**src/sv/time_triggered_task_scheduler_unit_macros.svh**
```systemverilog
// Assertion macros shared by the scheduler RTL.
`ifndef TIME_TRIGGERED_TASK_SCHEDULER_UNIT_MACROS_SVH
`define TIME_TRIGGERED_TASK_SCHEDULER_UNIT_MACROS_SVH

// Same-cycle implication, sampled on clk, off while rst_n is low.
`define TTTS_ASSERT_IMP(lbl, ante, cons, msg) \
  lbl: assert property (@(posedge clk) disable iff (!rst_n) (ante) |-> (cons)) else $error(msg);

// Next-cycle implication, sampled on clk, off while rst_n is low.
`define TTTS_ASSERT_NXT(lbl, ante, cons, msg) \
  lbl: assert property (@(posedge clk) disable iff (!rst_n) (ante) |=> (cons)) else $error(msg);

`endif

```
**src/sv/ttts_pkg.sv**
```systemverilog
// Types and constants of the time-triggered task scheduler.
package ttts_pkg;

  localparam int NUM_TASKS_DEF   = 8;
  localparam int PERIOD_BITS_DEF = 16;
  localparam int MAX_REL         = 8;   // most releases one item can cause
  localparam int IDX_W           = 3;
  localparam int CNT_W           = 4;   // task_count and active slot count
  localparam int FIELD_W         = 16;  // period and offset fields
  localparam int PEND_W          = 16;
  localparam int OPCODE_W        = 2;
  localparam int CFG_IDX_W       = 1;
  localparam int CFG_DATA_W      = 4;

  typedef enum logic [OPCODE_W-1:0] {
    OP_LOAD     = 2'd0,
    OP_TICK     = 2'd1,
    OP_DISPATCH = 2'd2
  } opcode_t;

  localparam logic [CFG_IDX_W-1:0] CFG_TASK_COUNT = 1'b0;
  localparam logic [CFG_IDX_W-1:0] CFG_HYBRID     = 1'b1;

  typedef enum logic [1:0] {
    ST_IDLE,
    ST_WALK,
    ST_FIN
  } state_t;

  // Broadcast from the sequencer to every cell.
  typedef struct packed {
    logic                inject;     // put the walk token into cell 0
    logic                step;       // token holder updates, token moves on
    logic                last_step;  // token holder is the last active slot
    logic                is_tick;
    logic                hybrid;
    logic                load_en;
    logic [IDX_W-1:0]    load_slot;
    logic [FIELD_W-1:0]  load_period;
    logic [FIELD_W-1:0]  load_offset;
    logic                load_mode;
  } cell_ctl_t;

endpackage

```
**src/sv/ttts_ifs.sv**
```systemverilog
// Valid/ready channel interfaces for scheduler items and releases.
interface ttts_in_if;
  import ttts_pkg::*;
  logic                valid;
  logic                ready;
  logic [OPCODE_W-1:0] opcode;
  logic [IDX_W-1:0]    slot;
  logic [FIELD_W-1:0]  period;
  logic [FIELD_W-1:0]  offset;
  logic                tick_mode;
  modport source(output valid, opcode, slot, period, offset, tick_mode, input ready);
  modport sink(input valid, opcode, slot, period, offset, tick_mode, output ready);
endinterface

interface ttts_out_if;
  import ttts_pkg::*;
  logic             valid;
  logic             ready;
  logic [IDX_W-1:0] task_index;
  logic             from_tick;
  logic             last;
  modport source(output valid, task_index, from_tick, last, input ready);
  modport sink(input valid, task_index, from_tick, last, output ready);
endinterface

```
**src/sv/ttts_cell.sv**
```systemverilog
// One task slot: countdown, reload period, release mode and walk token.
module ttts_cell #(
  parameter int PERIOD_BITS = ttts_pkg::PERIOD_BITS_DEF,
  parameter int CELL_IDX    = 0
) (
  input  logic                clk,
  input  logic                rst_n,
  input  ttts_pkg::cell_ctl_t ctl,
  input  logic                tok_in,
  output logic                tok_out,
  output logic                tok_held,
  output logic                rel_o
);
  import ttts_pkg::*;

  localparam int CW = PERIOD_BITS + 2;
  localparam logic [CW-1:0] FLOOR = {1'b1, {(CW-1){1'b0}}};
  localparam logic [CW-1:0] ONE   = {{(CW-1){1'b0}}, 1'b1};

  logic [CW-1:0]          cnt_r, cnt_nxt;
  logic [PERIOD_BITS-1:0] per_r;
  logic                   mode_r;
  logic                   tok_r, tok_nxt;
  logic [CW-1:0]          cnt_dec;
  logic                   dec_le0, cur_le0, rel, load_hit;

  always_comb begin
    cnt_dec  = (cnt_r == FLOOR) ? cnt_r : cnt_r - ONE;  // saturate at the floor
    dec_le0  = cnt_dec[CW-1] | (cnt_dec == '0);
    cur_le0  = cnt_r[CW-1] | (cnt_r == '0);
    load_hit = ctl.load_en && (int'(ctl.load_slot) == CELL_IDX);
    if (ctl.is_tick) begin
      rel = ctl.hybrid & mode_r & dec_le0;
    end else begin
      rel = (!ctl.hybrid | !mode_r) & cur_le0;
    end
    rel_o    = tok_r & rel;
    tok_out  = tok_r & !ctl.last_step;
    tok_held = tok_r;
    tok_nxt  = (ctl.inject | ctl.step) ? tok_in : tok_r;

    cnt_nxt = cnt_r;
    if (load_hit) begin
      cnt_nxt = {2'b00, PERIOD_BITS'(ctl.load_offset)} + ONE;
    end else if (tok_r && ctl.step) begin
      if (rel) begin
        cnt_nxt = {2'b00, per_r};
      end else if (ctl.is_tick) begin
        cnt_nxt = cnt_dec;
      end
    end
  end

  always_ff @(posedge clk) begin
    if (!rst_n) begin
      tok_r <= 1'b0;
    end else begin
      tok_r <= tok_nxt;
    end
  end

  always_ff @(posedge clk) begin
    cnt_r <= cnt_nxt;
    if (load_hit) begin
      per_r  <= PERIOD_BITS'(ctl.load_period);
      mode_r <= ctl.load_mode;
    end
  end

endmodule

```
**src/sv/ttts_seq.sv**
```systemverilog
// Sequencer: item intake, config registers, walk control, release buffer.
`include "time_triggered_task_scheduler_unit_macros.svh"
module ttts_seq #(
  parameter int NUM_TASKS = ttts_pkg::NUM_TASKS_DEF
) (
  input  logic                                clk,
  input  logic                                rst_n,
  ttts_in_if.sink                             in_ch,
  ttts_out_if.source                          out_ch,
  input  logic                                cfg_we,
  input  logic [ttts_pkg::CFG_IDX_W-1:0]      cfg_idx,
  input  logic [ttts_pkg::CFG_DATA_W-1:0]     cfg_wdata,
  output ttts_pkg::cell_ctl_t                 ctl,
  input  logic                                rel_any
);
  import ttts_pkg::*;

  localparam int LIM = (NUM_TASKS < MAX_REL) ? NUM_TASKS : MAX_REL;
  localparam logic [CNT_W-1:0] LIM_C = CNT_W'(LIM);

  state_t              state_r, state_nxt;
  logic [IDX_W-1:0]    idx_r, idx_nxt;
  logic                have_r, have_nxt;
  logic [IDX_W-1:0]    buf_idx_r, buf_idx_nxt;
  logic                op_tick_r, op_tick_nxt;
  logic [PEND_W-1:0]   pend_r, pend_nxt;
  logic [CNT_W-1:0]    task_count_r;
  logic                hybrid_r;
  logic                out_valid_r, out_valid_nxt;
  logic [IDX_W-1:0]    out_idx_r, out_idx_nxt;
  logic                out_tick_r, out_tick_nxt;
  logic                out_last_r, out_last_nxt;
  logic [CNT_W-1:0]    n_act;
  logic                last_step, out_free, in_acc;

  assign n_act        = (task_count_r > LIM_C) ? LIM_C : task_count_r;
  assign last_step    = (CNT_W'(idx_r) + CNT_W'(1)) == n_act;
  assign out_free     = !out_valid_r | out_ch.ready;
  assign in_ch.ready  = (state_r == ST_IDLE);
  assign in_acc       = in_ch.valid & in_ch.ready;

  assign out_ch.valid      = out_valid_r;
  assign out_ch.task_index = out_idx_r;
  assign out_ch.from_tick  = out_tick_r;
  assign out_ch.last       = out_last_r;

  always_comb begin
    state_nxt     = state_r;
    idx_nxt       = idx_r;
    have_nxt      = have_r;
    buf_idx_nxt   = buf_idx_r;
    op_tick_nxt   = op_tick_r;
    pend_nxt      = pend_r;
    out_valid_nxt = out_valid_r & !out_ch.ready;
    out_idx_nxt   = out_idx_r;
    out_tick_nxt  = out_tick_r;
    out_last_nxt  = out_last_r;

    ctl             = '0;
    ctl.is_tick     = op_tick_r;
    ctl.hybrid      = hybrid_r;
    ctl.last_step   = last_step;
    ctl.load_slot   = in_ch.slot;
    ctl.load_period = in_ch.period;
    ctl.load_offset = in_ch.offset;
    ctl.load_mode   = in_ch.tick_mode;

    case (state_r)
      ST_IDLE: begin
        if (in_acc) begin
          case (in_ch.opcode)
            OP_LOAD: begin
              ctl.load_en = 1'b1;
            end
            OP_TICK: begin
              if (pend_r != '1) pend_nxt = pend_r + PEND_W'(1);
              op_tick_nxt = 1'b1;
              if (n_act != '0) begin
                ctl.inject = 1'b1;
                idx_nxt    = '0;
                state_nxt  = ST_WALK;
              end
            end
            OP_DISPATCH: begin
              if (pend_r != '0) begin
                pend_nxt    = '0;
                op_tick_nxt = 1'b0;
                if (n_act != '0) begin
                  ctl.inject = 1'b1;
                  idx_nxt    = '0;
                  state_nxt  = ST_WALK;
                end
              end
            end
            default: ;
          endcase
        end
      end
      ST_WALK: begin
        // one slot per cycle; hold while the output register is blocked
        if (out_free) begin
          ctl.step = 1'b1;
          if (rel_any) begin
            if (have_r) begin
              out_valid_nxt = 1'b1;
              out_idx_nxt   = buf_idx_r;
              out_tick_nxt  = op_tick_r;
              out_last_nxt  = 1'b0;
            end
            buf_idx_nxt = idx_r;
            have_nxt    = 1'b1;
          end
          idx_nxt = idx_r + IDX_W'(1);
          if (last_step) state_nxt = ST_FIN;
        end
      end
      ST_FIN: begin
        if (!have_r) begin
          state_nxt = ST_IDLE;
        end else if (out_free) begin
          out_valid_nxt = 1'b1;
          out_idx_nxt   = buf_idx_r;
          out_tick_nxt  = op_tick_r;
          out_last_nxt  = 1'b1;
          have_nxt      = 1'b0;
          state_nxt     = ST_IDLE;
        end
      end
      default: begin
        state_nxt = ST_IDLE;
      end
    endcase
  end

  always_ff @(posedge clk) begin
    if (!rst_n) begin
      state_r      <= ST_IDLE;
      idx_r        <= '0;
      have_r       <= 1'b0;
      pend_r       <= '0;
      out_valid_r  <= 1'b0;
      task_count_r <= '0;
      hybrid_r     <= 1'b1;
    end else begin
      state_r     <= state_nxt;
      idx_r       <= idx_nxt;
      have_r      <= have_nxt;
      pend_r      <= pend_nxt;
      out_valid_r <= out_valid_nxt;
      if (cfg_we) begin
        case (cfg_idx)
          CFG_TASK_COUNT: task_count_r <= cfg_wdata;
          CFG_HYBRID:     hybrid_r     <= cfg_wdata[0];
          default: ;
        endcase
      end
    end
  end

  always_ff @(posedge clk) begin
    buf_idx_r  <= buf_idx_nxt;
    op_tick_r  <= op_tick_nxt;
    out_idx_r  <= out_idx_nxt;
    out_tick_r <= out_tick_nxt;
    out_last_r <= out_last_nxt;
  end

  `TTTS_ASSERT_IMP(a_idle_no_buf, state_r == ST_IDLE, !have_r, "held release while idle")
  `TTTS_ASSERT_IMP(a_walk_bound, state_r == ST_WALK, CNT_W'(idx_r) < n_act, "walk past slots")
  `TTTS_ASSERT_NXT(a_inject_walk, ctl.inject, state_r == ST_WALK, "token injected, no walk")
  `TTTS_ASSERT_NXT(a_dispatch_clr, in_acc && in_ch.opcode == OP_DISPATCH, pend_r == '0,
                   "dispatch left ticks pending")

endmodule

```
**src/sv/time_triggered_task_scheduler_unit.sv**
```systemverilog
// Top level of the time-triggered task scheduler: sequencer and chain of slot cells.
//
// Input channel in_ch (valid/ready) takes items: load slot, timer tick or dispatch.
// Output channel out_ch (valid/ready) gives one item per task release: slot index,
// whether a tick or a dispatch released it, and last on the final release of an item.
// cfg_we/cfg_idx/cfg_wdata write task_count (index 0) and hybrid_enable (index 1);
// write them only while the block is idle.
// A load leaves the block idle. A tick or dispatch sends a token down the row of slot
// cells, one active slot per cycle while the output register is free, and holds
// the input until the walk ends; there are at most 8 active slots. A dispatch with
// no pending tick starts no walk.
// Each release is held one slot behind so that the last flag is known when the
// previous one is sent; the final one leaves from the closing state.
// When out_ch.ready is low with a result waiting, the token freezes in place
// and resumes when the output register frees.
// Reset clears the pending-tick count, sets task_count to 0 and hybrid_enable to 1;
// slot contents are undefined until loaded.
`include "time_triggered_task_scheduler_unit_macros.svh"
module time_triggered_task_scheduler_unit #(
  parameter int NUM_TASKS   = ttts_pkg::NUM_TASKS_DEF,
  parameter int PERIOD_BITS = ttts_pkg::PERIOD_BITS_DEF
) (
  input  logic                            clk,
  input  logic                            rst_n,
  ttts_in_if.sink                         in_ch,
  ttts_out_if.source                      out_ch,
  input  logic                            cfg_we,
  input  logic [ttts_pkg::CFG_IDX_W-1:0]  cfg_idx,
  input  logic [ttts_pkg::CFG_DATA_W-1:0] cfg_wdata
);
  import ttts_pkg::*;

  cell_ctl_t            ctl;
  logic [NUM_TASKS-1:0] tok_out_vec;
  logic [NUM_TASKS-1:0] tok_vec;
  logic [NUM_TASKS-1:0] rel_vec;
  logic                 rel_any;

  // only the token holder can flag a release
  assign rel_any = |rel_vec;

  ttts_seq #(
    .NUM_TASKS(NUM_TASKS)
  ) u_seq (
    .clk      (clk),
    .rst_n    (rst_n),
    .in_ch    (in_ch),
    .out_ch   (out_ch),
    .cfg_we   (cfg_we),
    .cfg_idx  (cfg_idx),
    .cfg_wdata(cfg_wdata),
    .ctl      (ctl),
    .rel_any  (rel_any)
  );

  // token enters cell 0 and moves one cell per step
  for (genvar g = 0; g < NUM_TASKS; g++) begin : g_cell
    logic tok_in;
    if (g == 0) begin : g_head
      assign tok_in = ctl.inject;
    end else begin : g_link
      assign tok_in = tok_out_vec[g-1];
    end
    ttts_cell #(
      .PERIOD_BITS(PERIOD_BITS),
      .CELL_IDX   (g)
    ) u_cell (
      .clk     (clk),
      .rst_n   (rst_n),
      .ctl     (ctl),
      .tok_in  (tok_in),
      .tok_out (tok_out_vec[g]),
      .tok_held(tok_vec[g]),
      .rel_o   (rel_vec[g])
    );
  end

  `TTTS_ASSERT_IMP(a_tok_onehot, 1'b1, $onehot0(tok_vec), "more than one walk token")
  `TTTS_ASSERT_IMP(a_rel_token, rel_any, $onehot(tok_vec), "release with no token")

endmodule

```
**src/flat_wrapper.sv**
```systemverilog
// flat-port wrapper written by rule: the top's interface ports become plain ports
module time_triggered_task_scheduler_unit_flat import ttts_pkg::*;
#(
  parameter int NUM_TASKS   = ttts_pkg::NUM_TASKS_DEF,
  parameter int PERIOD_BITS = ttts_pkg::PERIOD_BITS_DEF
)
  (clk, rst_n, cfg_we, cfg_idx, cfg_wdata, in_ch_valid, in_ch_opcode, in_ch_slot, in_ch_period, in_ch_offset, in_ch_tick_mode, in_ch_ready, out_ch_valid, out_ch_task_index, out_ch_from_tick, out_ch_last, out_ch_ready);
  ttts_in_if in_ch_i ();
  ttts_out_if out_ch_i ();
  input  logic clk;
  input  logic rst_n;
  input  logic cfg_we;
  input  logic [ttts_pkg::CFG_IDX_W-1:0] cfg_idx;
  input  logic [ttts_pkg::CFG_DATA_W-1:0] cfg_wdata;
  input wire logic [$bits(in_ch_i.valid)-1:0] in_ch_valid;
  input wire logic [$bits(in_ch_i.opcode)-1:0] in_ch_opcode;
  input wire logic [$bits(in_ch_i.slot)-1:0] in_ch_slot;
  input wire logic [$bits(in_ch_i.period)-1:0] in_ch_period;
  input wire logic [$bits(in_ch_i.offset)-1:0] in_ch_offset;
  input wire logic [$bits(in_ch_i.tick_mode)-1:0] in_ch_tick_mode;
  output wire logic [$bits(in_ch_i.ready)-1:0] in_ch_ready;
  output wire logic [$bits(out_ch_i.valid)-1:0] out_ch_valid;
  output wire logic [$bits(out_ch_i.task_index)-1:0] out_ch_task_index;
  output wire logic [$bits(out_ch_i.from_tick)-1:0] out_ch_from_tick;
  output wire logic [$bits(out_ch_i.last)-1:0] out_ch_last;
  input wire logic [$bits(out_ch_i.ready)-1:0] out_ch_ready;
  assign in_ch_i.valid = in_ch_valid;
  assign in_ch_i.opcode = in_ch_opcode;
  assign in_ch_i.slot = in_ch_slot;
  assign in_ch_i.period = in_ch_period;
  assign in_ch_i.offset = in_ch_offset;
  assign in_ch_i.tick_mode = in_ch_tick_mode;
  assign in_ch_ready = in_ch_i.ready;
  assign out_ch_valid = out_ch_i.valid;
  assign out_ch_task_index = out_ch_i.task_index;
  assign out_ch_from_tick = out_ch_i.from_tick;
  assign out_ch_last = out_ch_i.last;
  assign out_ch_i.ready = out_ch_ready;
  time_triggered_task_scheduler_unit #(.NUM_TASKS(NUM_TASKS), .PERIOD_BITS(PERIOD_BITS)) u_core (.clk(clk), .rst_n(rst_n), .in_ch(in_ch_i), .out_ch(out_ch_i), .cfg_we(cfg_we), .cfg_idx(cfg_idx), .cfg_wdata(cfg_wdata));
endmodule
```
**config.mk**
```make
export PLATFORM = sky130hd
export DESIGN_NAME = time_triggered_task_scheduler_unit_flat
export DESIGN_NICKNAME = d
export VERILOG_FILES = /design/src/sv/ttts_pkg.sv /design/src/sv/ttts_ifs.sv /design/src/sv/ttts_cell.sv /design/src/sv/ttts_seq.sv /design/src/sv/time_triggered_task_scheduler_unit.sv /design/src/flat_wrapper.sv
export VERILOG_INCLUDE_DIRS = /design/src /design/src/sv
export SDC_FILE = /design/constraint.sdc
export NUM_CORES = 1
export LEC_CHECK = 0
export ABC_AREA = 1
export BUFFER_PORTS_ARGS = -buffer_cell sky130_fd_sc_hd__buf_2
export CAP_MARGIN = 20
export CORE_ASPECT_RATIO = 0.6
export CORE_MARGIN = 5
export CORE_UTILIZATION = 45
export DETAILED_ROUTE_END_ITERATION = 6
export PLACE_DENSITY_LB_ADDON = 0.05
export SLEW_MARGIN = 15
export SYNTH_ARGS = -nofsm -noshare
export SYNTH_HDL_FRONTEND = slang
export SYNTH_SLANG_ARGS = --single-unit
```
**constraint.sdc**
```tcl
create_clock -name clk -period 6.48 [get_ports clk]
set_clock_uncertainty 0.2 [all_clocks]
set_input_delay 0.972 -clock clk [delete_from_list [all_inputs] [get_ports clk]]
set_output_delay 0.972 -clock clk [all_outputs]
set_load 0.02 [all_outputs]
```
==> summary.md, run 1 <==
| Metric | Value |
|---|---|
| Async SR Flop Fraction | `0%` |
| # DRC | `0` |
| Clk Latency, worst-skew pair | `0.55 ns` |
| Fmax | `249 MHz` |
| CTS H-tree depth | `2` |
| Number of synthesized flops with an enable pin | `289` |
| Worst setup margin | `2.46 ns` |
| Place WS | `1.95 ns` |
| Die H | `169 µm` |
| Avg Cell Area, Syn | `8.24 µm²` |
| Chip width | `275 µm` |
| Synthesized cell area | `18900 µm²` |
| Vias | `16.3k` |
| Hold Crit Class | `flop to flop` |
| Crit path DAT | `4.14 ns` |
| Bufs on Longest Clock Path | `3` |
| Leakage power | `8.23 nW` |
| Worst reg-to-reg setup slack | `2.47 ns` |
| Seq/Total Area, Yosys | `49.7%` |
| Share of cells above drive strength 1 | `10.6%` |
| Required @ worst endpoint | `6.60 ns` |
| DP Area | `19800 µm²` |
| Final worst-path cycle share | `62.0%` |
| PD cells | `249 nW/µm²` |
| Synthesized instance count | `2297` |
| Slew Limit Fails | `0` |
| IR drop worst, VDD | `0.212 mV` |
| CP Class | `primary input to flop` |
| Placed Cells | `2873` |
| Post-synth cell types | `44` |
| Max-cap check violation count | `0` |
| Worst-path clk slew | `0.06 ns` |
| CTS Root Cell | `clkbuf_16` |
| Initial Utilization | `45.4%` |
| Post-DP HPWL | `42600 µm` |
| Pwr Total | `5.23 mW` |
| Number of port buffers | `54` |
| Worst slew pin tran | `1.17 ns` |
| Largest net degree at the start of global routing | `43` |
| R2R depth | `14` |
| DR iter-0 viols | `1966` |
| Syn nets | `2363` |
| Core ar. | `41700 µm²` |
| Vias/cell | `5.54` |
| CP Capture Type | `flop` |
| Gpl congestion | `0.905` |
| Layout Cells excl Fill | `2940` |
| YS warnings | `0` |
| Vias in the first global route | `14.5k` |
| Relative max-transition margin | `21.6%` |
| Post-cts resize count | `0` |
| CTS Hold Bufs | `0` |
| CP startpoint kind | `primary input` |
| Synth top area cells | `edfxtp_1, nand2_1, nor2_1` |
| Largest area contributor in the netlist | `edfxtp_1` |
| Area grow syn2layout | `10.8%` |
| Die area | `46400 µm²` |
| First-pass GRT wire length | `90200 µm` |
| Status | `completed` |
| Cells on Worst Hold Path | `0` |
| Maximum fanout along the worst path | `10` |
| 1st-pass router iterations | `6` |
| Clk sink count | `325` |
| CTS buffer count | `35` |
| Overflow after GRT | `0` |
| Routed wire per std cell | `20.7 µm` |
| GRT Util Overall | `25.7%` |
| Post-Route Setup TNS | `0 ns` |
| # rows | `58` |
| Yosys top cell area share | `45.9%` |
| Number of nets in the layout | `2409` |
| Initial antenna violation count | `3` |
| Setup Viol. Count Final | `0` |
| Seq cells post-synth | `325` |
| RSZ-0062 raised after global routing | `no` |
| # Post-CTS Setup Buffers | `0` |
| Fin. Hold Viols | `0` |
| Io pins | `55` |
| CTS tree | `built` |
| Final min period | `4.02 ns` |
| DRT antenna net count | `0` |
| Dominant synthesized flop cell | `edfxtp_1` |
| Final WL | `61000 µm` |
| Finished layout cell area | `21000 µm²` |
-- synthesized netlist by cell type (2+ instances only) --
library cell,instances
nand3_2,5
nor2_4,15
o22ai_1,18
buf_6,12
nand2_2,21
clkinv_1,9
nor2_8,3
and2_1,6
a31oi_1,49
nand2_4,6
a22oi_1,14
nand3_4,5
nand2_1,640
edfxtp_1,289
o21ai_0,88
nor3_1,8
nor4_1,5
buf_4,5
o21ai_1,91
a21oi_1,82
a211oi_1,6
xor2_1,30
inv_1,184
dfxtp_1,36
buf_2,18
o211ai_2,3
nand3_1,129
inv_2,11
xnor2_1,17
o211ai_1,11
o21ai_2,6
nand3b_1,44
nand4_1,47
buf_1,2
ha_1,18
nor2_1,305
nor2_2,25
clkbuf_1,28
-- cell families (layout without fill, tap and decap cells) --
| kind of cell | count (synthesis) | in the layout | share of synthesized area [%] |
|---|---|---|---|
| simple gates | 1266 | 1266 | 29.9 |
| compound gates | 370 | 370 | 10.9 |
| flops | 325 | 325 | 49.7 |
| buf+inv | 270 | 342 | 6.06 |
| xor+xnor | 48 | 48 | 2.26 |
| fa+ha+maj | 18 | 18 | 1.19 |
| other cells | 0 | 1 | 0 |
-- critical path: stages --
cell and delay, ns:
buf_2 0.44, ha_1 0.30, nand2_1 0.09, nor3_1 0.37
nand4_1 0.21, nor2_2 0.22, nand3_1 0.09, nor2_1 0.13
nand3_1 0.76, o22ai_1 0.53
-- routing by layer --
layer | vias to the layer above | track usage (%) | part of all wire, % | wire length [µm]
met4 | 0 | 4.69 | 1.7 | 1050
li1 | 7899 | - | - | -
met1 | 7673 | 41.5 | 49 | 29800
met3 | 67 | 4.26 | 8.5 | 5210
met5 | - | 0 | 0 | 0
met2 | 649 | 36.5 | 41 | 24900
-- path summary, 6_finish.rpt --
path                                                                 start                                           to
worst max-delay path                                       in_ch_offset[0]  u_core.g_cell[0].u_cell.cnt_r[16]$_DFFE_PP_
worst min-delay path                   u_core.u_seq.buf_idx_r[0]$_DFFE_PP_  u_core.u_seq.out_ch.task_index[0]$_DFFE_PP_
worst max register to register  u_core.g_cell[4].u_cell.cnt_r[0]$_DFFE_PP_   u_core.g_cell[4].u_cell.cnt_r[5]$_DFFE_PP_
worst min register to register         u_core.u_seq.buf_idx_r[0]$_DFFE_PP_  u_core.u_seq.out_ch.task_index[0]$_DFFE_PP_
-- cell usage in the layout, fill, tap and decap left out, types with 14 or more instances in the layout --
cell type  netlist  routed
a21oi_1         82      82
a22oi_1         14      14
a31oi_1         49      43
buf_2           18      54
buf_4            5      16
clkbuf_16        0      35
clkinv_1         9      15
dfxtp_1         36      36
edfxtp_1       289     289
ha_1            18      18
inv_1          184     184
nand2_1        640     640
nand2_2         21      21
nand3_1        129     129
nand3b_1        44      44
nand4_1         47      47
nor2_1         305     297
nor2_2          25      33
nor2_4          15      15
o21ai_0         88      88
o21ai_1         91      91
o22ai_1         18      18
xnor2_1         17      17
xor2_1          30      23
-- stage by stage --
stage	hold slack [ns]	util, %
2_1_floorplan	0.200	-
3_3_place_gp	0.209	47.4
3_5_place_dp	0.207	47.4
4_1_cts	0.233	50.1
5_1_grt	0.239	50.3
6_report	0.230	50.3
-- registers in the layout (all words and copies together), names as in the netlist --
register / count
u_core.g_cell.u_cell.mode_r: 8
u_core.u_seq.pend_r: 16
u_core.u_seq.op_tick_r: 1
u_core.u_seq.out_ch.last: 1
u_core.u_seq.out_ch.from_tick: 1
u_core.u_seq.buf_idx_r: 3
u_core.u_seq.task_count_r: 4
u_core.g_cell.u_cell.tok_held: 8
u_core.u_seq.out_ch.valid: 1
u_core.u_seq.out_ch.task_index: 3
u_core.g_cell.u_cell.cnt_r: 144
u_core.u_seq.idx_r: 3
u_core.u_seq.hybrid_r: 1
u_core.g_cell.u_cell.per_r: 128
u_core.u_seq.state_r: 2
u_core.u_seq.have_r: 1
-- power by group --
| part | switching (mW) | internal (mW) |
|---|---|---|
| Sequential | 0.0736 | 2.39 |
| Clock | 0.885 | 1.17 |
| Combinational | 0.510 | 0.195 |
| Total | 1.47 | 3.76 |
-- area by class of cell --
cell class              instances  area (µm²)
multi-input cells            1702        8510
clock inverters                24         243
flip-flops and latches        325        9400
inverters                     205         772
repair buffers                 74         439
diodes                          1        2.50
clock buffers                  39         901
fillers                      4068       20700
well taps                     570         713
Power figures use the tool's default switching activity.
==> run 2: changes to the inputs <==
--- a/config.mk
+++ b/config.mk
@@ -6,7 +6,7 @@
 export SDC_FILE = /design/constraint.sdc
 export NUM_CORES = 1
 export LEC_CHECK = 0
-export ABC_AREA = 1
+export ABC_AREA = 0
 export BUFFER_PORTS_ARGS = -buffer_cell sky130_fd_sc_hd__buf_2
 export CAP_MARGIN = 20
 export CORE_ASPECT_RATIO = 0.6
==> constraint.sdc (replaced) <==
create_clock -name clk -period 3.3 [get_ports clk]
set_clock_uncertainty 0.2 [all_clocks]
set_input_delay 0.495 -clock clk [delete_from_list [all_inputs] [get_ports clk]]
set_output_delay 0.495 -clock clk [all_outputs]
set_load 0.02 [all_outputs]
==> summary.md, run 2 <==
| Metric | Value |
|---|---|
| Number of port buffers | `54` |
| Fillers | `3413` |
| CP startpoint kind | `flop` |
| PD cells | `345 nW/µm²` |
| Hold Crit Class | `primary input to flop` |
| Slew Limit Fails | `0` |
| Share of cells above drive strength 1 | `37.3%` |
| Seq/Total Area, Yosys | `49.4%` |
| Vias/cell | `5.86` |
| Violated checks | `setup timing` |
| Most frequent cell after synthesis | `edfxtp_1` |
| Most frequent cells in the layout | `buf_4, edfxtp_1, nand2_1, mux2i_1, nor2_1` |
| Area grow syn2layout | `41.7%` |
| Internal | `7.10 mW` |
| CTS Root Cell | `clkbuf_16` |
| Synthesized instance count | `1826` |
| 1st-pass router iterations | `6` |
| Avg Cell Area, Syn | `10.4 µm²` |
| Worst slew pin tran | `1.04 ns` |
| Largest area contributor in the netlist | `edfxtp_1` |
| Final worst-path cycle share | `114%` |
| Synth Area in Adders | `1.18%` |
| Setup Viol. Count Final | `167` |
| DR iter-0 viols | `2074` |
| Initial Utilization | `45.5%` |
| Fmax | `265 MHz` |
| First-pass GRT wire length | `104000 µm` |
| Io pins | `55` |
| YS warnings | `0` |
| Top reg by flops | `u_core.g_cell.u_cell.cnt_r` |
| Synthesized cell area | `19000 µm²` |
| Relative max-transition margin | `30.8%` |
| RSZ-0062 raised after global routing | `yes` |
| Number of synthesized flops with an enable pin | `289` |
| GRT Util Overall | `29.6%` |
| Chip width | `275 µm` |
| Multiplexer area fraction after synthesis | `9.34%` |
| Post-DP HPWL | `49000 µm` |
| Biggest registers after layout | `u_core.g_cell.u_cell.cnt_r x144, u_core.g_cell.u_cell.per_r x128, u_core.u_seq.pend_r x16` |
| CTS buffer count | `36` |
| Comb pwr share | `7.7%` |
| Crit path DAT | `3.81 ns` |
| Sw Share | `23.7%` |
| Largest family of logic cells by synthesized area | `simple AND/OR/NAND/NOR gates` |
| Fin. Hold Viols | `0` |
| Syn nets | `1892` |
| Simple-Gate Fraction of Synth Area | `20.4%` |
| Synth Area in XOR/XNOR | `3.69%` |
| Worst path cell trace | `buf_4, buf_6, or4_4, buf_6, nor2_4, nand4_1, a2111oi_4, nand4b_1, nor2_2, a2111o_1, o311a_1, o21a_4` |
| Leakage power | `10.4 nW` |
| Max-cap check violation count | `0` |
| Top delay family on crit path | `simple AND/OR/NAND/NOR gates` |
| # DRC | `0` |
| Clk pwr share | `43.8%` |
| Clk Latency, worst-skew pair | `0.53 ns` |
| DP Area | `23500 µm²` |
| Seq cells post-synth | `325` |
| Post-synthesis compound-gate area fraction | `12.8%` |
| Util after Layout | `64.4%` |
| Bufs on Longest Clock Path | `3` |
| Number of flip-flops in the largest register | `144` |
| Status | `finished with violations` |
| Number of nets in the layout | `2479` |
| Critical path's slowest cell | `or4_4` |
| Sw Pwr | `2.21 mW` |
| Vias | `17.6k` |
| Clk sink count | `325` |
| Gpl congestion | `0.967` |
| IR drop worst, VDD | `0.426 mV` |
| Post-Route Setup TNS | `-34.52 ns` |
| Buf/Inv on CP | `3` |
| Die H | `169 µm` |
| Finished layout cell area | `26900 µm²` |
| DRT antenna net count | `0` |
| Worst stage delay on the critical path | `0.60 ns` |
| Core ar. | `41800 µm²` |
| CTS H-tree depth | `2` |
| Maximum fanout along the worst path | `5` |
| Post-synth cell types | `89` |
| Initial antenna violation count | `8` |
| Async SR Flop Fraction | `0%` |
| Yosys top cell area share | `45.7%` |
| Largest net degree at the start of global routing | `45` |
| Final WL | `72000 µm` |
| # rows | `58` |
| Most common cell after layout, fill and taps aside | `buf_4` |
| Final min period | `3.77 ns` |
| Worst setup margin | `-0.473 ns` |
| Vias in the first global route | `16.3k` |
| Reg power frac | `48.5%` |
| CP Capture Type | `flop` |
| Synth top area cells | `edfxtp_1, mux2i_1, dfxtp_1` |
| Worst-path clk slew | `0.06 ns` |
| Required @ worst endpoint | `3.34 ns` |
| Synth top cells by count | `edfxtp_1, nand2_1, mux2i_1, o21ai_0, nor2_1` |
| Overflow after GRT | `0` |
| Dominant synthesized flop cell | `edfxtp_1` |
| CP dominant cell by count | `buf_6` |
| Hold Worst Slack | `0.0251 ns` |
| CP Class | `flop to flop` |
| Routed wire per std cell | `23.9 µm` |
| Die area | `46600 µm²` |
| CTS tree | `built` |
[run 2: cell types whose count changed in the layout (fill, tap and decap cells not counted), moves of 36 or more]
| cell | previous run | this run |
|---|---|---|
| inv_1 | 184 | 52 |
| nand3b_1 | 44 | 7 |
| or3_1 | 0 | 38 |
| buf_4 | 16 | 497 |
| mux2i_1 | 0 | 159 |
| nor2_1 | 297 | 107 |
| nand2_1 | 640 | 180 |
| nand3_1 | 129 | 57 |
| o21ai_1 | 91 | 55 |
| nor3_1 | 8 | 53 |
| buf_6 | 3 | 40 |
[run 2: metal layers]
layer | vias to the layer above | routed length [µm] | track usage, %
met2 | 805 | 29100 | 41.1
li1 | 8180 | - | -
met3 | 125 | 7030 | 6.99
met1 | 8523 | 33200 | 45.7
met5 | - | 0 | 0
met4 | 0 | 2580 | 9.09
[run 2: power groups by stage]
stage	Sequential [mW]	Combinational [mW]	Clock, mW
6_report	4.51	0.714	4.08
3_5_place_dp	4.60	0.612	0
5_1_grt	4.52	0.740	4.31
2_1_floorplan	4.60	0.252	0
4_1_cts	4.51	0.670	4.14
3_3_place_gp	4.60	0.604	0
[run 2: repair_timing]
item,in CTS,in global routing
endpoints found under the hold margin,2,0
setup buffers,58,46
hold buffers,2,0
gates cloned,10,4
gates resized for setup,187,123
pin swaps,76,67
setup endpoints to repair,154,171
[run 2: final cells by class]
cell class	instances	area, µm²	share of cell area, %
sequential	325	9400	34.9
multi-input combinational	1362	10200	38.0
clock buffer	46	1050	3.91
timing repair buffer	625	5150	19.1
antenna	1	2.50	0.00929
clock inverter	16	123	0.455
tap	570	713	2.65
inverter	63	246	0.915
[run 2: worst paths after layout]
check | startpoint | endpoint | slack, ns | depth (start not counted)
setup reg to reg | u_core.g_cell[4].u_cell.cnt_r[7]$_DFFE_PP_ | u_core.u_seq.out_ch.task_index[1]$_DFFE_PP_ | -0.47 | 12
hold / removal | rst_n | u_core.u_seq.hybrid_r$_SDFFE_PN1P_ | 0.03 | 2
hold reg to reg | u_core.u_seq.buf_idx_r[2]$_DFFE_PP_ | u_core.u_seq.out_ch.task_index[2]$_DFFE_PP_ | 0.22 | 0
setup / recovery | u_core.g_cell[4].u_cell.cnt_r[7]$_DFFE_PP_ | u_core.u_seq.out_ch.task_index[1]$_DFFE_PP_ | -0.47 | 12
[run 2: cell families (layout without fill, tap and decap cells)]
| family | after synthesis | count (layout) |
|---|---|---|
| AND/OR/NAND/NOR | 709 | 709 |
| AO/OA/AOI/OAI | 379 | 379 |
| flip-flops | 325 | 325 |
| multiplexers | 176 | 176 |
| buffers and inverters | 139 | 750 |
| XOR/XNOR | 80 | 80 |
| adder cells (fa/ha/maj) | 18 | 18 |
| other | 0 | 1 |
[run 2: metrics by stage]
stage	power [mW]	setup WS [ns]	cells
2_1_floorplan	4.86	-0.255	1826
3_3_place_gp	5.21	-0.673	2833
3_5_place_dp	5.21	-0.668	2833
4_1_cts	9.32	-0.542	2962
5_1_grt	9.57	-0.601	3008
6_report	9.31	-0.473	3008
[run 2: worst reg2reg max path, stage by stage (launching register included)]
cell,delay [ns]
edfxtp_1,0.46
buf_4,0.17
buf_6,0.11
or4_4,0.60
buf_6,0.17
nor2_4,0.09
nand4_1,0.16
a2111oi_4,0.37
nand4b_1,0.24
nor2_2,0.29
a2111o_1,0.29
o311a_1,0.19
o21a_4,0.16
==> run 3: changes to the inputs <==
--- a/config.mk
+++ b/config.mk
@@ -14,6 +14,7 @@
 export CORE_UTILIZATION = 45
 export DETAILED_ROUTE_END_ITERATION = 6
 export PLACE_DENSITY_LB_ADDON = 0.05
+export SETUP_SLACK_MARGIN = 0.15
 export SLEW_MARGIN = 15
 export SYNTH_ARGS = -nofsm -noshare
 export SYNTH_HDL_FRONTEND = slang
==> summary.md, run 3 (synthesized netlist as in run 2, its figures left out) <==
| Metric | Value |
|---|---|
| Setup Viol. Count Final | `149` |
| Area occupied by multi-input gates | `10500 µm²` |
| 1st-pass router iterations | `6` |
| Comb pwr share | `7.7%` |
| Share of cells above drive strength 1 | `39.1%` |
| # DRC | `0` |
| CP startpoint kind | `flop` |
| Hold Crit Class | `primary input to flop` |
| Core ar. | `41800 µm²` |
| Routed wire per std cell | `23.9 µm` |
| Clk pwr share | `43.7%` |
| Fin. Hold Viols | `0` |
| # rows | `58` |
| Die H | `169 µm` |
| Gpl congestion | `0.956` |
| Vias in the first global route | `16.6k` |
| Maximum fanout along the worst path | `6` |
| Top reg by flops | `u_core.g_cell.u_cell.cnt_r` |
| Bufs on Longest Clock Path | `3` |
| Most common cell after layout, fill and taps aside | `buf_4` |
| Number of nets in the layout | `2509` |
| Worst reg2reg path endpoint | `u_core.u_seq.out_ch.last$_DFFE_PP_` |
| Number of port buffers | `54` |
| Fillers | `3301` |
| IR drop worst, VDD | `0.422 mV` |
| Reg power frac | `48.6%` |
| Initial Utilization | `45.5%` |
| Worst-path clk slew | `0.07 ns` |
| Vias | `17.8k` |
| First-pass GRT wire length | `106000 µm` |
| Clk Latency, worst-skew pair | `0.54 ns` |
| Leakage power | `10.6 nW` |
| Overflow after GRT | `0` |
| Status | `finished with violations` |
| Required @ worst endpoint | `3.38 ns` |
| CP Class | `flop to flop` |
| Worst setup margin | `-0.460 ns` |
| Sw Pwr | `2.20 mW` |
| Sw Share | `23.7%` |
| GRT Util Overall | `30.3%` |
| Final WL | `72600 µm` |
| Relative max-transition margin | `33.7%` |
| Number of flip-flops in the largest register | `144` |
| Util after Layout | `65.8%` |
| Final min period | `3.76 ns` |
| CP Capture Type | `flop` |
| CTS Root Cell | `clkbuf_16` |
| Die area | `46600 µm²` |
| Fmax | `266 MHz` |
| Crit path DAT | `3.84 ns` |
| DR iter-0 viols | `2123` |
| Violated checks | `setup timing` |
| Slew Limit Fails | `0` |
| Hold EP | `u_core.u_seq.task_count_r[1]$_SDFFE_PN0P_` |
| Clk sink count | `325` |
| Initial antenna violation count | `2` |
| Biggest registers after layout | `u_core.g_cell.u_cell.cnt_r x144, u_core.g_cell.u_cell.per_r x128, u_core.u_seq.pend_r x16` |
| Chip width | `275 µm` |
| Io pins | `55` |
| Worst reg-to-reg setup slack | `-0.46 ns` |
| Cells on Worst Hold Path | `3` |
| Worst slew pin tran | `0.987 ns` |
| Internal | `7.09 mW` |
| CTS tree | `built` |
| Most frequent cells in the layout | `buf_4, edfxtp_1, nand2_1, mux2i_1, nor2_1` |
| PD cells | `338 nW/µm²` |
| Post-DP HPWL | `50800 µm` |
| Largest net degree at the start of global routing | `35` |
| Crit Reg-Reg Startpoint | `u_core.g_cell[1].u_cell.cnt_r[3]$_DFFE_PP_` |
| Max-cap check violation count | `0` |
| R2R depth | `10` |
| CTS buffer count | `35` |
| Sequential Area | `9400 µm²` |
| Place WS | `-0.634 ns` |
| Hold Startpoint | `cfg_wdata[1]` |
| Vias/cell | `5.87` |
| DRT antenna net count | `0` |
| RSZ-0062 raised after global routing | `yes` |
| Area grow syn2layout | `44.7%` |
| CTS H-tree depth | `2` |
| Final worst-path cycle share | `114%` |
run 3: cell types whose count changed in the layout (fill, tap and decap cells not counted), sizes merged:
| cell | delta |
|---|---|
| clkbuf | -7 |
| clkinvlp | +3 |
| dlygate4sd3 | -1 |
| bufbuf | -2 |
| bufinv | +2 |
| inv | -2 |
| buf | +38 |
run 3: worst max path at each step:
stage / slack (ns) / end / cells past startpoint / from
floorplan: -0.26 / u_core.u_seq.out_ch.from_tick$_DFFE_PP_ / 10 / u_core.g_cell[2].u_cell.cnt_r[0]$_DFFE_PP_
global placement: -0.61 / u_core.u_seq.out_ch.task_index[0]$_DFFE_PP_ / 10 / u_core.g_cell[1].u_cell.cnt_r[6]$_DFFE_PP_
detailed placement: -0.63 / u_core.u_seq.out_ch.from_tick$_DFFE_PP_ / 10 / u_core.g_cell[1].u_cell.cnt_r[6]$_DFFE_PP_
CTS: -0.43 / u_core.u_seq.out_ch.last$_DFFE_PP_ / 10 / u_core.g_cell[1].u_cell.cnt_r[6]$_DFFE_PP_
global route: -0.57 / u_core.u_seq.buf_idx_r[1]$_DFFE_PP_ / 11 / u_core.g_cell[4].u_cell.cnt_r[6]$_DFFE_PP_
finish: -0.46 / u_core.u_seq.out_ch.last$_DFFE_PP_ / 10 / u_core.g_cell[1].u_cell.cnt_r[3]$_DFFE_PP_
run 3: power groups by stage:
stage | sequential (mW) | combinational [mW] | clock [mW]
floorplan | 4.60 | 0.256 | 0
global placement | 4.60 | 0.576 | 0
detailed placement | 4.60 | 0.586 | 0
CTS | 4.52 | 0.665 | 4.12
global route | 4.52 | 0.746 | 4.32
finish | 4.52 | 0.713 | 4.06
run 3: critical path, cell delays in order, from the launching register on:
cell      delay [ns]
edfxtp_1        0.39
or4_4           0.61
or4_4           0.60
o21ai_1         0.14
nor3_1          0.08
o21ai_4         0.21
nor4_2          0.08
buf_4           0.13
a2111o_1        0.50
o311a_1         0.34
o21a_4          0.22
run 3: stage by stage:
stage	instance area [µm²]	cells	setup TNS, ns	hold slack [ns]	total power [mW]
detailed placement	23700	2841	-48.49	0.205	5.19
finish	27500	3039	-38.24	0.0187	9.29
global placement	23700	2841	-42.50	0.215	5.18
global route	27500	3038	-55.28	0.0236	9.58
CTS	26600	3003	-28.24	0.00433	9.30
floorplan	19400	1826	-6.16	0.200	4.86
run 3: what timing repair did:
action / in CTS / in global routing
resized for setup: 220 / 116
endpoints found under the setup margin: 172 / 208
cloned: 11 / 2
pin swaps: 101 / 61
hold buffers: 1 / 0
hold endpoints to repair: 1 / 0
setup buffers: 88 / 32
run 3: metal layers:
layer  global-route usage [%]  vias to the layer above  routed length [µm]
met5                        0                        -                   0
met2                     41.0                      827               29000
met3                     9.54                      107                8320
met4                     6.50                        0                1500
met1                     47.1                     8653               33800
li1                         -                     8247                   -
run 3: final cells by class:
type	instances	share of cell area [%]
Clock buffer	43	3.48
Tap cell	570	2.59
Inverter	63	0.896
Clock inverter	19	0.710
Multi-Input combinational cell	1362	38.0
Antenna cell	1	0.00910
Timing Repair Buffer	656	20.1
Sequential cell	325	34.2
